==> src/hw/rtl/radconv_pkg.sv <==
package radconv_pkg;

    localparam int VALUE_BITS  = 16;
    localparam int MAX_DIGITS  = 16;
    localparam int DIGIT_W     = 4;
    localparam int RADIX_W     = 4;
    localparam int PLAIN_W     = 16;
    localparam int CODED_IN_W  = 54;
    localparam int CODED_OUT_W = 50;

    // bits of the coded input consumed per cycle by the decimal chain
    localparam int DEC_BITS   = 3;
    localparam int DEC_CYCLES = CODED_IN_W / DEC_BITS;

    localparam int CNT_LIMIT = (DEC_CYCLES > VALUE_BITS)
                             ? ((DEC_CYCLES > MAX_DIGITS) ? DEC_CYCLES : MAX_DIGITS)
                             : ((VALUE_BITS > MAX_DIGITS) ? VALUE_BITS : MAX_DIGITS);
    localparam int CNT_W = $clog2(CNT_LIMIT);

    localparam logic [RADIX_W-1:0] RADIX_RESET = RADIX_W'(2);
    localparam logic [RADIX_W-1:0] RADIX_MIN   = RADIX_W'(2);
    localparam logic [RADIX_W-1:0] RADIX_MAX   = RADIX_W'(10);

    localparam int APB_DATA_W = 32;
    localparam int APB_ADDR_W = 3;
    localparam logic [APB_ADDR_W-3:0] REG_RADIX = '0;

    typedef enum logic {
        CMD_ENCODE = 1'b0,
        CMD_DECODE = 1'b1
    } cmd_t;

    typedef enum logic [1:0] {
        ST_IDLE,
        ST_CONV,
        ST_FOLD,
        ST_DONE
    } state_t;

    typedef struct packed {
        logic clear;
        logic enc_step;
        logic dec_step;
        logic shift;
    } ctl_t;

    typedef struct packed {
        logic                  command;
        logic [PLAIN_W-1:0]    plain_value;
        logic [CODED_IN_W-1:0] coded_value;
    } in_t;

    typedef struct packed {
        logic [PLAIN_W-1:0]     plain_result;
        logic [CODED_OUT_W-1:0] coded_result;
        logic                   overflow;
    } out_t;

endpackage

==> src/hw/rtl/radconv_regs.sv <==
module radconv_regs (
    input  logic                                aclk,
    input  logic                                aresetn,
    input  logic                                psel,
    input  logic                                penable,
    input  logic                                pwrite,
    input  logic [radconv_pkg::APB_ADDR_W-1:0]  paddr,
    input  logic [radconv_pkg::APB_DATA_W-1:0]  pwdata,
    output logic [radconv_pkg::APB_DATA_W-1:0]  prdata,
    output logic                                pready,
    output logic [radconv_pkg::RADIX_W-1:0]     base
);
    import radconv_pkg::*;

    logic [RADIX_W-1:0]      radix_reg;
    logic [RADIX_W-1:0]      radix_next;
    logic [APB_ADDR_W-3:0]   reg_index;
    logic                    wr_en;

    assign pready    = 1'b1;
    assign reg_index = paddr[APB_ADDR_W-1:2];
    assign wr_en     = psel && penable && pwrite && pready;

    always_comb begin
        radix_next = radix_reg;
        if (wr_en && reg_index == REG_RADIX) begin
            radix_next = pwdata[RADIX_W-1:0];
        end
    end

    always_ff @(posedge aclk) begin
        if (!aresetn) begin
            radix_reg <= RADIX_RESET;
        end else begin
            radix_reg <= radix_next;
        end
    end

    always_comb begin
        unique case (reg_index)
            REG_RADIX: prdata = APB_DATA_W'(radix_reg);
            default:   prdata = '0;
        endcase
    end

    // out-of-range bases are clamped
    always_comb begin
        if (radix_reg < RADIX_MIN) begin
            base = RADIX_MIN;
        end else if (radix_reg > RADIX_MAX) begin
            base = RADIX_MAX;
        end else begin
            base = radix_reg;
        end
    end

endmodule

==> src/hw/rtl/radconv_cell.sv <==
module radconv_cell (
    input  logic                              aclk,
    input  radconv_pkg::ctl_t                 ctl,
    input  logic [radconv_pkg::RADIX_W-1:0]   base,
    input  logic                              enc_cin,
    input  logic [radconv_pkg::DEC_BITS-1:0]  dec_cin,
    input  logic [radconv_pkg::DIGIT_W-1:0]   dig_in,
    output logic                              enc_cout,
    output logic [radconv_pkg::DEC_BITS-1:0]  dec_cout,
    output logic [radconv_pkg::DIGIT_W-1:0]   digit
);
    import radconv_pkg::*;

    localparam logic [DIGIT_W-1:0] DEC_LIMIT = DIGIT_W'(5);
    localparam logic [DIGIT_W-1:0] DEC_ADJ   = DIGIT_W'(3);

    logic [DIGIT_W-1:0] digit_reg;
    logic [DIGIT_W-1:0] digit_next;
    logic [DIGIT_W:0]   enc_dbl;
    logic [DIGIT_W-1:0] enc_val;
    logic [DIGIT_W-1:0] dec_val [DEC_BITS+1];
    logic [DIGIT_W-1:0] dec_adj [DEC_BITS];

    // base-n doubling step: digit*2 + carry-in, reduced modulo base
    always_comb begin
        enc_dbl  = {digit_reg, enc_cin};
        enc_cout = enc_dbl >= {1'b0, base};
        enc_val  = enc_cout ? DIGIT_W'(enc_dbl - {1'b0, base}) : enc_dbl[DIGIT_W-1:0];
    end

    // decimal shift-add-3 steps, first step on dec_cin[0]
    always_comb begin
        dec_val[0] = digit_reg;
        for (int j = 0; j < DEC_BITS; j++) begin
            dec_adj[j]   = (dec_val[j] >= DEC_LIMIT) ? dec_val[j] + DEC_ADJ : dec_val[j];
            dec_cout[j]  = dec_adj[j][DIGIT_W-1];
            dec_val[j+1] = {dec_adj[j][DIGIT_W-2:0], dec_cin[j]};
        end
    end

    always_comb begin
        digit_next = digit_reg;
        if (ctl.clear) begin
            digit_next = '0;
        end else if (ctl.enc_step) begin
            digit_next = enc_val;
        end else if (ctl.dec_step) begin
            digit_next = dec_val[DEC_BITS];
        end else if (ctl.shift) begin
            digit_next = dig_in;
        end
    end

    always_ff @(posedge aclk) begin
        digit_reg <= digit_next;
    end

    assign digit = digit_reg;

endmodule

==> src/hw/rtl/radconv_fold.sv <==
module radconv_fold (
    input  logic                                aclk,
    input  radconv_pkg::ctl_t                   ctl,
    input  logic [radconv_pkg::RADIX_W-1:0]     base,
    input  logic [radconv_pkg::DIGIT_W-1:0]     digit,
    output logic [radconv_pkg::PLAIN_W-1:0]     plain_result,
    output logic [radconv_pkg::CODED_OUT_W-1:0] coded_result,
    output logic                                overflow
);
    import radconv_pkg::*;

    localparam int PROD_W = VALUE_BITS + RADIX_W;
    localparam int SUM_W  = PROD_W + 1;
    localparam logic [SUM_W-1:0] VALUE_MAX = SUM_W'({VALUE_BITS{1'b1}});

    logic [VALUE_BITS-1:0]  dec_acc_reg;
    logic [VALUE_BITS-1:0]  dec_acc_next;
    logic                   sat_reg;
    logic                   sat_next;
    logic [CODED_OUT_W-1:0] enc_acc_reg;
    logic [CODED_OUT_W-1:0] enc_acc_next;
    logic [PROD_W-1:0]      prod;
    logic [SUM_W-1:0]       sum;
    logic                   over;

    // Horner, most significant digit first
    always_comb begin
        prod = PROD_W'(dec_acc_reg) * PROD_W'(base);
        sum  = SUM_W'(prod) + SUM_W'(digit);
        over = sat_reg || (sum > VALUE_MAX);
    end

    always_comb begin
        dec_acc_next = dec_acc_reg;
        sat_next     = sat_reg;
        enc_acc_next = enc_acc_reg;
        if (ctl.clear) begin
            dec_acc_next = '0;
            sat_next     = 1'b0;
            enc_acc_next = '0;
        end else if (ctl.shift) begin
            dec_acc_next = over ? {VALUE_BITS{1'b1}} : sum[VALUE_BITS-1:0];
            sat_next     = over;
            enc_acc_next = (enc_acc_reg << 3) + (enc_acc_reg << 1)
                         + CODED_OUT_W'(digit);
        end
    end

    always_ff @(posedge aclk) begin
        dec_acc_reg <= dec_acc_next;
        sat_reg     <= sat_next;
        enc_acc_reg <= enc_acc_next;
    end

    assign plain_result = PLAIN_W'(dec_acc_reg);
    assign coded_result = enc_acc_reg;
    assign overflow     = sat_reg;

endmodule

==> src/hw/rtl/radix_converter.sv <==
// Radix converter. Command 0 spells a 16-bit value in the configured base (2 to 10, clamped)
// as decimal digits; command 1 reads a decimal-coded number as base-n digits and returns its
// binary value, saturated with an overflow flag. One transaction is worked at a time: a row
// of 16 digit cells first takes the source in (for encode one bit per cycle through a base-n
// carry chain, for decode three bits per cycle through shift-add-3 cells), then shifts its
// digits out most significant first into a multiply-accumulate. The result is loaded into
// the output register in the DONE state once any earlier result has been taken; the next
// transaction is accepted the cycle after that, even while the result still waits.
module radix_converter (
    input  logic                                aclk,
    input  logic                                aresetn,
    input  logic                                s_valid,
    output logic                                s_ready,
    input  radconv_pkg::in_t                    s_data,
    output logic                                m_valid,
    input  logic                                m_ready,
    output radconv_pkg::out_t                   m_data,
    input  logic                                psel,
    input  logic                                penable,
    input  logic                                pwrite,
    input  logic [radconv_pkg::APB_ADDR_W-1:0]  paddr,
    input  logic [radconv_pkg::APB_DATA_W-1:0]  pwdata,
    output logic [radconv_pkg::APB_DATA_W-1:0]  prdata,
    output logic                                pready
);
    import radconv_pkg::*;

    state_t                 state_reg;
    state_t                 state_next;
    logic [CNT_W-1:0]       cnt_reg;
    logic [CNT_W-1:0]       cnt_next;
    logic [CNT_W-1:0]       cnt_last;
    logic                   cnt_done;
    logic                   cmd_reg;
    logic [CODED_IN_W-1:0]  src_reg;
    logic [CODED_IN_W-1:0]  src_next;
    logic                   m_valid_reg;
    logic                   m_valid_next;
    out_t                   m_data_reg;
    logic                   accept;
    logic                   load_out;
    ctl_t                   ctl;
    logic [RADIX_W-1:0]     base;

    logic [DIGIT_W-1:0]     digit   [MAX_DIGITS];
    logic                   enc_c   [MAX_DIGITS];
    logic [DEC_BITS-1:0]    dec_c   [MAX_DIGITS];

    logic [PLAIN_W-1:0]     fold_plain;
    logic [CODED_OUT_W-1:0] fold_coded;
    logic                   fold_ovf;

    radconv_regs u_regs (
        .aclk    (aclk),
        .aresetn (aresetn),
        .psel    (psel),
        .penable (penable),
        .pwrite  (pwrite),
        .paddr   (paddr),
        .pwdata  (pwdata),
        .prdata  (prdata),
        .pready  (pready),
        .base    (base)
    );

    assign s_ready = (state_reg == ST_IDLE);
    assign accept  = s_valid && s_ready;

    assign cnt_last = (cmd_reg == CMD_DECODE) ? CNT_W'(DEC_CYCLES - 1) : CNT_W'(VALUE_BITS - 1);
    assign cnt_done = (state_reg == ST_CONV) ? (cnt_reg == cnt_last)
                                             : (cnt_reg == CNT_W'(MAX_DIGITS - 1));

    always_comb begin
        state_next = state_reg;
        unique case (state_reg)
            ST_IDLE: begin
                if (accept) begin
                    state_next = ST_CONV;
                end
            end
            ST_CONV: begin
                if (cnt_done) begin
                    state_next = ST_FOLD;
                end
            end
            ST_FOLD: begin
                if (cnt_done) begin
                    state_next = ST_DONE;
                end
            end
            ST_DONE: begin
                if (!m_valid_reg || m_ready) begin
                    state_next = ST_IDLE;
                end
            end
            default: state_next = ST_IDLE;
        endcase
    end

    always_comb begin
        ctl.clear    = accept;
        ctl.enc_step = (state_reg == ST_CONV) && (cmd_reg == CMD_ENCODE);
        ctl.dec_step = (state_reg == ST_CONV) && (cmd_reg == CMD_DECODE);
        ctl.shift    = (state_reg == ST_FOLD);
        load_out     = (state_reg == ST_DONE) && (!m_valid_reg || m_ready);
    end

    always_comb begin
        cnt_next = '0;
        if (state_reg == ST_CONV || state_reg == ST_FOLD) begin
            cnt_next = cnt_done ? '0 : cnt_reg + CNT_W'(1);
        end
    end

    always_comb begin
        src_next = src_reg;
        if (accept) begin
            if (s_data.command == CMD_DECODE) begin
                src_next = s_data.coded_value;
            end else begin
                src_next = {s_data.plain_value[VALUE_BITS-1:0],
                            {(CODED_IN_W - VALUE_BITS){1'b0}}};
            end
        end else if (ctl.enc_step) begin
            src_next = src_reg << 1;
        end else if (ctl.dec_step) begin
            src_next = src_reg << DEC_BITS;
        end
    end

    always_comb begin
        m_valid_next = m_valid_reg;
        if (load_out) begin
            m_valid_next = 1'b1;
        end else if (m_ready) begin
            m_valid_next = 1'b0;
        end
    end

    always_ff @(posedge aclk) begin
        if (!aresetn) begin
            state_reg   <= ST_IDLE;
            cnt_reg     <= '0;
            m_valid_reg <= 1'b0;
        end else begin
            state_reg   <= state_next;
            cnt_reg     <= cnt_next;
            m_valid_reg <= m_valid_next;
        end
    end

    always_ff @(posedge aclk) begin
        src_reg <= src_next;
        if (accept) begin
            cmd_reg <= s_data.command;
        end
        if (load_out) begin
            m_data_reg.plain_result <= (cmd_reg == CMD_DECODE) ? fold_plain : '0;
            m_data_reg.coded_result <= (cmd_reg == CMD_DECODE) ? '0 : fold_coded;
            m_data_reg.overflow     <= (cmd_reg == CMD_DECODE) ? fold_ovf : 1'b0;
        end
    end

    assign enc_c[0] = src_reg[CODED_IN_W-1];
    always_comb begin
        for (int j = 0; j < DEC_BITS; j++) begin
            dec_c[0][j] = src_reg[CODED_IN_W-1-j];
        end
    end

    for (genvar i = 0; i < MAX_DIGITS; i++) begin : g_cell
        if (i == 0) begin : g_first
            radconv_cell u_cell (
                .aclk     (aclk),
                .ctl      (ctl),
                .base     (base),
                .enc_cin  (enc_c[i]),
                .dec_cin  (dec_c[i]),
                .dig_in   ({DIGIT_W{1'b0}}),
                .enc_cout (enc_c[i+1]),
                .dec_cout (dec_c[i+1]),
                .digit    (digit[i])
            );
        end else if (i == MAX_DIGITS - 1) begin : g_last
            radconv_cell u_cell (
                .aclk     (aclk),
                .ctl      (ctl),
                .base     (base),
                .enc_cin  (enc_c[i]),
                .dec_cin  (dec_c[i]),
                .dig_in   (digit[i-1]),
                .enc_cout (),
                .dec_cout (),
                .digit    (digit[i])
            );
        end else begin : g_mid
            radconv_cell u_cell (
                .aclk     (aclk),
                .ctl      (ctl),
                .base     (base),
                .enc_cin  (enc_c[i]),
                .dec_cin  (dec_c[i]),
                .dig_in   (digit[i-1]),
                .enc_cout (enc_c[i+1]),
                .dec_cout (dec_c[i+1]),
                .digit    (digit[i])
            );
        end
    end

    radconv_fold u_fold (
        .aclk         (aclk),
        .ctl          (ctl),
        .base         (base),
        .digit        (digit[MAX_DIGITS-1]),
        .plain_result (fold_plain),
        .coded_result (fold_coded),
        .overflow     (fold_ovf)
    );

    assign m_valid = m_valid_reg;
    assign m_data  = m_data_reg;

    a_accept_starts: assert property (@(posedge aclk) disable iff (!aresetn)
        accept |=> (state_reg == ST_CONV) && (cnt_reg == '0))
        else $error("accepted transaction did not start conversion");

    a_fold_count: assert property (@(posedge aclk) disable iff (!aresetn)
        (state_reg == ST_FOLD) |-> (cnt_reg < CNT_W'(MAX_DIGITS)))
        else $error("fold counter past last digit");

    a_load_shows: assert property (@(posedge aclk) disable iff (!aresetn)
        load_out |=> m_valid_reg)
        else $error("loaded result not presented");

    a_sat_value: assert property (@(posedge aclk) disable iff (!aresetn)
        (m_valid_reg && m_data_reg.overflow) |-> (m_data_reg.plain_result == '1))
        else $error("overflow without saturated value");

    a_one_side: assert property (@(posedge aclk) disable iff (!aresetn)
        m_valid_reg |-> ((m_data_reg.coded_result == '0)
                     || ((m_data_reg.plain_result == '0) && !m_data_reg.overflow)))
        else $error("result carries both encode and decode fields");

endmodule
==> config.mk <==
export PLATFORM = sky130hd
export DESIGN_NAME = radix_converter
export DESIGN_NICKNAME = d
export VERILOG_FILES = /design/src/hw/rtl/radconv_pkg.sv /design/src/hw/rtl/radconv_regs.sv /design/src/hw/rtl/radconv_cell.sv /design/src/hw/rtl/radconv_fold.sv /design/src/hw/rtl/radix_converter.sv
export SDC_FILE = /design/constraint.sdc
export NUM_CORES = 1
export LEC_CHECK = 0
export BUFFER_PORTS_ARGS = -buffer_cell sky130_fd_sc_hd__clkbuf_2
export CAP_MARGIN = 20
export CORE_AREA = 2 2 225 227
export CTS_BUF_LIST = sky130_fd_sc_hd__clkbuf_8
export DETAILED_ROUTE_END_ITERATION = 7
export DIE_AREA = 0 0 227 229
export GPL_TIMING_DRIVEN = 0
export HOLD_SLACK_MARGIN = 0.06
export PLACE_DENSITY = 0.68
export SLEW_MARGIN = 40
export SYNTH_ARGS = -nofsm -noshare
export SYNTH_HDL_FRONTEND = slang
export SYNTH_SLANG_ARGS = --single-unit
==> constraint.sdc <==
create_clock -name aclk -period 38.2 [get_ports aclk]
set_input_delay 7.64 -clock aclk [delete_from_list [all_inputs] [get_ports aclk]]
set_output_delay 7.64 -clock aclk [all_outputs]
set_load 0.02 [all_outputs]
==> impl_results.md, run 1 <==
* Tot Pwr at 2.51 mW
* Crit path capture type: register
* Fin. Hold Viols at 0
* Slew Limit Fails at 0
* Grt total ovfl at 0
* Sw Share at 49.4%
* Worst-Skew Late Latency at 0.63 ns
* Core area at 0.0497 mm2
* Worst Setup EP: g_cell[15].g_last.u_cell.digit[0]$_SDFFE_PP0P_
* Share of power burned in registers at 20.0%
* Post-CTS Setup Repair Bufs at 0
* Crit path depth at 102
* Worst Path Arrival at 22.87 ns
* Status: completed
* Ys async rst share at 0%
* Post-Syn Area at 0.0245 mm2
* CP Launch Point: u_regs.radix_reg[3]$_SDFFE_PN0P_
* RSZ-0062 raised after global routing: no
* Hold wc startpoint: cnt_reg[0]$_SDFF_PP0_
* Worst setup path class: reg2reg
* Yosys reg bits at 265
* Fillers at 4623
* Gpl congestion at 0.924
* Routed len/inst at 18.3 um
* First-pass GRT wire length at 110 mm
* Worst reg-to-reg path cell count at 102
* Row cnt at 82
* Largest stage delay, worst path at 0.57 ns
* Fmax at 44.7 MHz
* Max-Cap Viols at 0
* Power Density at 91.7 mW/mm2
* R2R setup slack at 15.85 ns
* Via Count at 22034
* Post-DRT Antenna Nets at 0
* Reg2reg start: u_regs.radix_reg[3]$_SDFFE_PN0P_
* Commonest non-fill, non-tap cells in the layout: 302 x ha_1, 250 x nand2_1, 235 x a21oi_1, 188 x nor2_1, 177 x inv_1
* Gate power share at 68.3%
* HPWL Detailed at 52.1 mm
* Die span in x at 227 um
* Area growth from synthesis to layout at 11.9%
* Largest net degree at the start of global routing at 39
* CTS Buffer Depth at 3
* Setup-failing EPs final at 0
* FF-to-FF End: g_cell[15].g_last.u_cell.digit[0]$_SDFFE_PP0P_
* Crit path buffers/inverters at 19
* Die Height at 229 um
* Worst slew margin at 37.0%
* YS warnings at 0
* Clk pin slew, worst setup/hold paths at 0.06 ns
* I/O pins at 215
* Tmin final at 22.35 ns
* Top FF cell, synth: dfxtp_1
* Clock Tree Root: clkbuf_8
* Post-cts resize count at 0
* Storage cell area at 0.00653 mm2
* Internal power at 1.27 mW
* IO buf count at 155
* Critical Path Fanout Max at 31
* CP top delay family: simple AND/OR/NAND/NOR gates
* Pin slew with the least headroom to its limit at 0.945 ns
* Initial Util at 49.3%
* Num CTS Buffers at 47
* Cells after synthesis at 2832
* Avg Cell Area, Syn at 8.64 um2
* Post-synth cell types at 79
* Type of origin of the critical path: register
* CP required at 38.73 ns
* Area of the multi-input gates at 0.0167 mm2
* Layout cell share with drive strength beyond 1 at 12.1%
* Fin crit share at 58.5%
* # H-tree levels at 2
* Most used cell, CP: a21o_1
* Initial antenna violation count at 1
* WL final at 69.2 mm
* Sink Count at 265
* Critical path's slowest cell: clkbuf_1
* Maximum vdd drop at 0.0882 mV
* Worst hold slack at 0.475 ns
* Drt pass-1 iters at 5
* Nets at 3533
* Commonest non-fill, non-tap cell in the layout: ha_1
* CTS tree: built
* Setup TNS at 0 ns
* EDFF count, synth at 122
* HP Class: reg2reg
* Seq/Total Area, Yosys at 26.7%
* Max FFs per register at 67
* Clock share of power at 11.7%
* All-Layer GR Usage at 26.3%
* Sw Pwr at 1.24 mW
* Via density at 5.83
* Hold_buf cts at 0
* DRC Markers at 0
* Leakage at 12.4 nW
* Clk_skew at 0.0242 ns
* Die Footprint at 0.0520 mm2
* Initial DRC count at 1685
* Vias in the first global route at 21619
-- power groups by stage --
| stage | registers, mW | logic, mW | clock network, mW |
|---|---|---|---|
| 3_5_place_dp | 0.505 | 1.68 | 0 |
| 4_1_cts | 0.500 | 1.69 | 0.299 |
| 6_report | 0.503 | 1.71 | 0.294 |
| 3_3_place_gp | 0.507 | 1.59 | 0 |
| 5_1_grt | 0.516 | 1.90 | 0.312 |
| 2_1_floorplan | 0.481 | 1.28 | 0 |
-- cells in the mapped netlist (4+ instances only) --
| library cell | number | share of area [%] |
|---|---|---|
| nand3_1 | 27 | 0.55 |
| a21boi_0 | 4 | 0.12 |
| a2111oi_2 | 9 | 0.55 |
| clkbuf_1 | 109 | 1.7 |
| xor2_1 | 39 | 1.4 |
| a221oi_1 | 15 | 0.54 |
| o21a_1 | 11 | 0.34 |
| fa_1 | 49 | 4.0 |
| o221ai_1 | 18 | 0.64 |
| or2_2 | 16 | 0.41 |
| mux2i_1 | 111 | 4.5 |
| xnor2_1 | 85 | 3.0 |
| buf_4 | 30 | 0.92 |
| a31oi_1 | 87 | 2.2 |
| nand3b_1 | 17 | 0.52 |
| buf_2 | 4 | 0.082 |
| o21bai_1 | 14 | 0.43 |
| or3_1 | 4 | 0.10 |
| o21ai_1 | 19 | 0.39 |
| nor3_1 | 43 | 0.88 |
| nor3b_1 | 35 | 1.1 |
| a21boi_1 | 15 | 0.46 |
| a211oi_1 | 48 | 1.5 |
| a21oi_1 | 235 | 4.8 |
| mux2_2 | 48 | 2.2 |
| a21o_1 | 69 | 2.1 |
| a2111oi_0 | 4 | 0.14 |
| and2_1 | 57 | 1.5 |
| nand2b_1 | 54 | 1.4 |
| nand4_1 | 31 | 0.79 |
| o31ai_1 | 6 | 0.18 |
| a311oi_1 | 9 | 0.32 |
| dfxtp_1 | 143 | 12 |
| ha_1 | 302 | 15 |
| nor2b_1 | 96 | 2.5 |
| nand2_1 | 251 | 3.9 |
| edfxtp_1 | 122 | 15 |
| buf_1 | 11 | 0.17 |
| and3_1 | 8 | 0.20 |
| a221o_1 | 5 | 0.20 |
| o211ai_1 | 14 | 0.43 |
| nor2_1 | 188 | 2.9 |
| o21ai_2 | 4 | 0.14 |
| o21ai_0 | 148 | 3.0 |
| inv_1 | 167 | 2.6 |
-- kinds of logic after synthesis --
logic type	share of synthesized area, %
flip-flops	26.7
XOR/XNOR	4.44
adder cells (fa/ha/maj)	19.5
buffers and inverters	5.45
AND/OR/NAND/NOR	16.9
AO/OA/AOI/OAI	20.2
multiplexers	6.80
other	0.0307
-- how the worst min path moves through the flow --
stage / end / slack (ns) / cells after the start
global placement: cnt_reg[0]$_SDFF_PP0_ / 0.44 / 1
CTS: cnt_reg[0]$_SDFF_PP0_ / 0.48 / 1
floorplan: cnt_reg[0]$_SDFF_PP0_ / 0.43 / 1
global route: cnt_reg[0]$_SDFF_PP0_ / 0.50 / 1
finish: cnt_reg[0]$_SDFF_PP0_ / 0.48 / 1
detailed placement: cnt_reg[0]$_SDFF_PP0_ / 0.47 / 1
-- stage by stage --
step	util, %	setup WS, ns	instances	area [um2]
after floorplan	-	19.28	2859	24600
after global placement	52.7	15.41	3686	26200
after detailed placement	53.0	16.35	3691	26300
after CTS	55.1	16.23	3778	27400
after global routing	55.1	14.45	3780	27400
final	55.1	15.85	3781	27400
-- layout make-up --
class / instances / area share (%)
Clock buffer: 56 / 2.82
Antenna cell: 2 / 0.0183
Clock inverter: 31 / 0.955
Timing Repair Buffer: 161 / 3.30
Multi-Input combinational cell: 2270 / 61.1
Sequential cell: 265 / 23.8
Tap cell: 672 / 3.07
Buffer: 154 / 2.59
Inverter: 170 / 2.34
-- per-layer routing --
layer	share of wire (%)	global-route usage, %	vias to the layer above
met1	43	33.9	10456
met5	0	0	-
li1	-	-	10605
met2	47	44.1	779
met3	6.7	3.66	194
met4	4.0	11.0	0
(Power assumes the default switching activity.)
==> run 2, diff against run 1 <==
--- a/config.mk
+++ b/config.mk
@@ -13,7 +13,7 @@
 export DIE_AREA = 0 0 227 229
 export GPL_TIMING_DRIVEN = 0
 export HOLD_SLACK_MARGIN = 0.06
-export PLACE_DENSITY = 0.68
+export PLACE_DENSITY = 0.71
 export SLEW_MARGIN = 40
 export SYNTH_ARGS = -nofsm -noshare
 export SYNTH_HDL_FRONTEND = slang
==> constraint.sdc (replaced) <==
create_clock -name aclk -period 18.3 [get_ports aclk]
set_input_delay 3.66 -clock aclk [delete_from_list [all_inputs] [get_ports aclk]]
set_output_delay 3.66 -clock aclk [all_outputs]
set_load 0.02 [all_outputs]
==> impl_results.md, run 2 (synthesis results as in run 1) <==
* Tot Pwr at 5.24 mW (was 2.51 mW)
* Crit path capture type: register (unchanged)
* Pin slew with the least headroom to its limit at 0.960 ns (was 0.945 ns)
* Initial DRC count at 1624 (was 1685)
* Most used cell, CP: a21o_1 (unchanged)
* HP Class: reg2reg (unchanged)
* Status: completed (unchanged)
* Fillers at 4542 (was 4623)
* Worst setup path class: reg2reg (unchanged)
* First-pass GRT wire length at 110 mm (about the same)
* Via Count at 21965 (was 22034)
* Grt total ovfl at 0 (unchanged)
* Gpl congestion at 0.951 (was 0.924)
* Clock Tree Root: clkbuf_8 (unchanged)
* Setup-failing EPs final at 0 (unchanged)
* Worst slew margin at 36.0% (was 37.0%)
* Clk pin slew, worst setup/hold paths at 0.07 ns (was 0.06 ns)
* FF-to-FF End: g_cell[15].g_last.u_cell.digit[0]$_SDFFE_PP0P_ (unchanged)
* WL final at 69.5 mm (was 69.2 mm)
* RSZ-0062 raised after global routing: no (unchanged)
* Fin. Hold Viols at 0 (unchanged)
* CTS tree: built (unchanged)
* Row cnt at 82 (unchanged)
* Critical Path Fanout Max at 18 (was 31)
* Die span in x at 227 um (unchanged)
* Tmin final at 17.30 ns (was 22.35 ns)
* All-Layer GR Usage at 26.3% (about the same)
* Reg2reg start: u_regs.radix_reg[3]$_SDFFE_PN0P_ (unchanged)
* Area growth from synthesis to layout at 12.5% (was 11.9%)
* Worst reg-to-reg path cell count at 103 (was 102)
* DRC Markers at 0 (unchanged)
* Worst hold slack at 0.479 ns (was 0.475 ns)
* Critical path's slowest cell: mux2_2 (was clkbuf_1)
* CTS Buffer Depth at 3 (unchanged)
* Max-Cap Viols at 0 (unchanged)
* IO buf count at 155 (unchanged)
* Die Footprint at 0.0520 mm2 (unchanged)
* R2R setup slack at 1.0 ns (was 15.85 ns)
* Largest net degree at the start of global routing at 45 (was 39)
* Nets at 3543 (was 3533)
* Commonest non-fill, non-tap cell in the layout: ha_1 (unchanged)
* Num CTS Buffers at 47 (unchanged)
* CP Launch Point: u_regs.radix_reg[3]$_SDFFE_PN0P_ (unchanged)
* Vias in the first global route at 21419 (was 21619)
* Power Density at 190 mW/mm2 (was 91.7 mW/mm2)
* I/O pins at 215 (unchanged)
* Initial Util at 49.3% (unchanged)
* Slew Limit Fails at 0 (unchanged)
* HPWL Detailed at 51.6 mm (was 52.1 mm)
* CP required at 18.84 ns (was 38.73 ns)
* Core area at 0.0497 mm2 (unchanged)
* Clk_skew at 0.0354 ns (was 0.0242 ns)
* Hold_buf cts at 0 (unchanged)
* Fmax at 57.8 MHz (was 44.7 MHz)
* Worst Path Arrival at 17.84 ns (was 22.87 ns)
* Fin crit share at 94.5% (was 58.5%)
* Routed len/inst at 18.3 um (about the same)
* Initial antenna violation count at 1 (unchanged)
* Worst-Skew Late Latency at 0.66 ns (was 0.63 ns)
* Type of origin of the critical path: register (unchanged)
* Sink Count at 265 (unchanged)
* Leakage at 12.4 nW (about the same)
* Via density at 5.80 (was 5.83)
* Worst Setup EP: g_cell[15].g_last.u_cell.digit[0]$_SDFFE_PP0P_ (unchanged)
* Post-DRT Antenna Nets at 0 (unchanged)
* Die Height at 229 um (unchanged)
* Largest stage delay, worst path at 0.37 ns (was 0.57 ns)
* # H-tree levels at 2 (unchanged)
* Commonest non-fill, non-tap cells in the layout: 301 x ha_1, 250 x nand2_1, 234 x a21oi_1, 178 x inv_1, 173 x nor2_1 (was 302 x ha_1, 250 x nand2_1, 235 x a21oi_1, 188 x nor2_1, 177 x inv_1)
* Maximum vdd drop at 0.0857 mV (was 0.0882 mV)
* Max FFs per register at 67 (unchanged)
* Drt pass-1 iters at 5 (unchanged)
* Layout cell share with drive strength beyond 1 at 12.9% (was 12.1%)
-- run 2: cell count changes in the layout (fill, tap and decap cells not counted), sizes merged --
cell      previous run  this run
diode                2         3
buf                 51        63
bufinv               5         2
clkbuf             320       313
clkinv              13        14
clkinvlp             0         3
-- run 2: power breakdown --
part	leakage, nW	internal, mW	switching [mW]
Clock	0.510	0.285	0.273
Sequential	2.34	0.845	0.207
Combinational	9.60	1.49	2.14
-- run 2: layout make-up --
type / count / area, um2 / area share (%)
inverters: 170 / 658 / 2.39
plain buffers: 153 / 722 / 2.62
repair buffers: 172 / 991 / 3.60
well taps: 672 / 841 / 3.06
flip-flops and latches: 265 / 6530 / 23.7
diodes: 3 / 7.51 / 0.0273
multi-input cells: 2270 / 16900 / 61.3
clock buffers: 51 / 702 / 2.55
clock inverters: 32 / 195 / 0.710
-- run 2: per-layer routing --
metal,vias up,GRT usage [%],share of wire [%]
met2,754,44.4,47
li1,10627,-,-
met3,204,4.25,6.8
met4,0,10.9,4.1
met5,-,0,0
met1,10380,33.3,42
-- run 2: critical path: cells and delay by family, from the launching register on --
kind / cells / cell delay [ns]
AO/OA/AOI/OAI: 36 / 6.43
AND/OR/NAND/NOR: 30 / 5.35
adder cells (fa/ha/maj): 16 / 2.92
buffers and inverters: 20 / 1.80
multiplexers: 1 / 0.37
flip-flops: 1 / 0.32
-- run 2: what timing repair did --
action,in CTS,in global routing
gates resized for setup,28,16
endpoints found under the setup margin,16,8
hold endpoints to repair,0,0
buffers inserted,2,8
pin swaps,1,4
-- run 2: worst min path at each step --
stage	start	to	slack [ns]	cells past startpoint
after floorplan	cnt_reg[0]$_SDFF_PP0_	cnt_reg[0]$_SDFF_PP0_	0.43	1
after global placement	cnt_reg[0]$_SDFF_PP0_	cnt_reg[0]$_SDFF_PP0_	0.45	1
after detailed placement	cnt_reg[0]$_SDFF_PP0_	cnt_reg[0]$_SDFF_PP0_	0.47	1
after CTS	cnt_reg[0]$_SDFF_PP0_	cnt_reg[0]$_SDFF_PP0_	0.48	1
after global routing	cnt_reg[0]$_SDFF_PP0_	cnt_reg[0]$_SDFF_PP0_	0.50	1
final	cnt_reg[0]$_SDFF_PP0_	cnt_reg[0]$_SDFF_PP0_	0.48	1
-- run 2: metrics by stage --
step | TNS (ns) | instances | setup WS [ns] | utilization [%] | instance area, um2
floorplan | 0 | 2859 | 0.0568 | - | 24600
global placement | -25.88 | 3686 | -3.16 | 52.8 | 26200
detailed placement | -26.17 | 3692 | -3.25 | 53.1 | 26400
CTS | 0 | 3777 | 0.0678 | 55.1 | 27400
global route | 0 | 3786 | 0.00840 | 55.4 | 27500
finish | 0 | 3788 | 0.998 | 55.4 | 27500
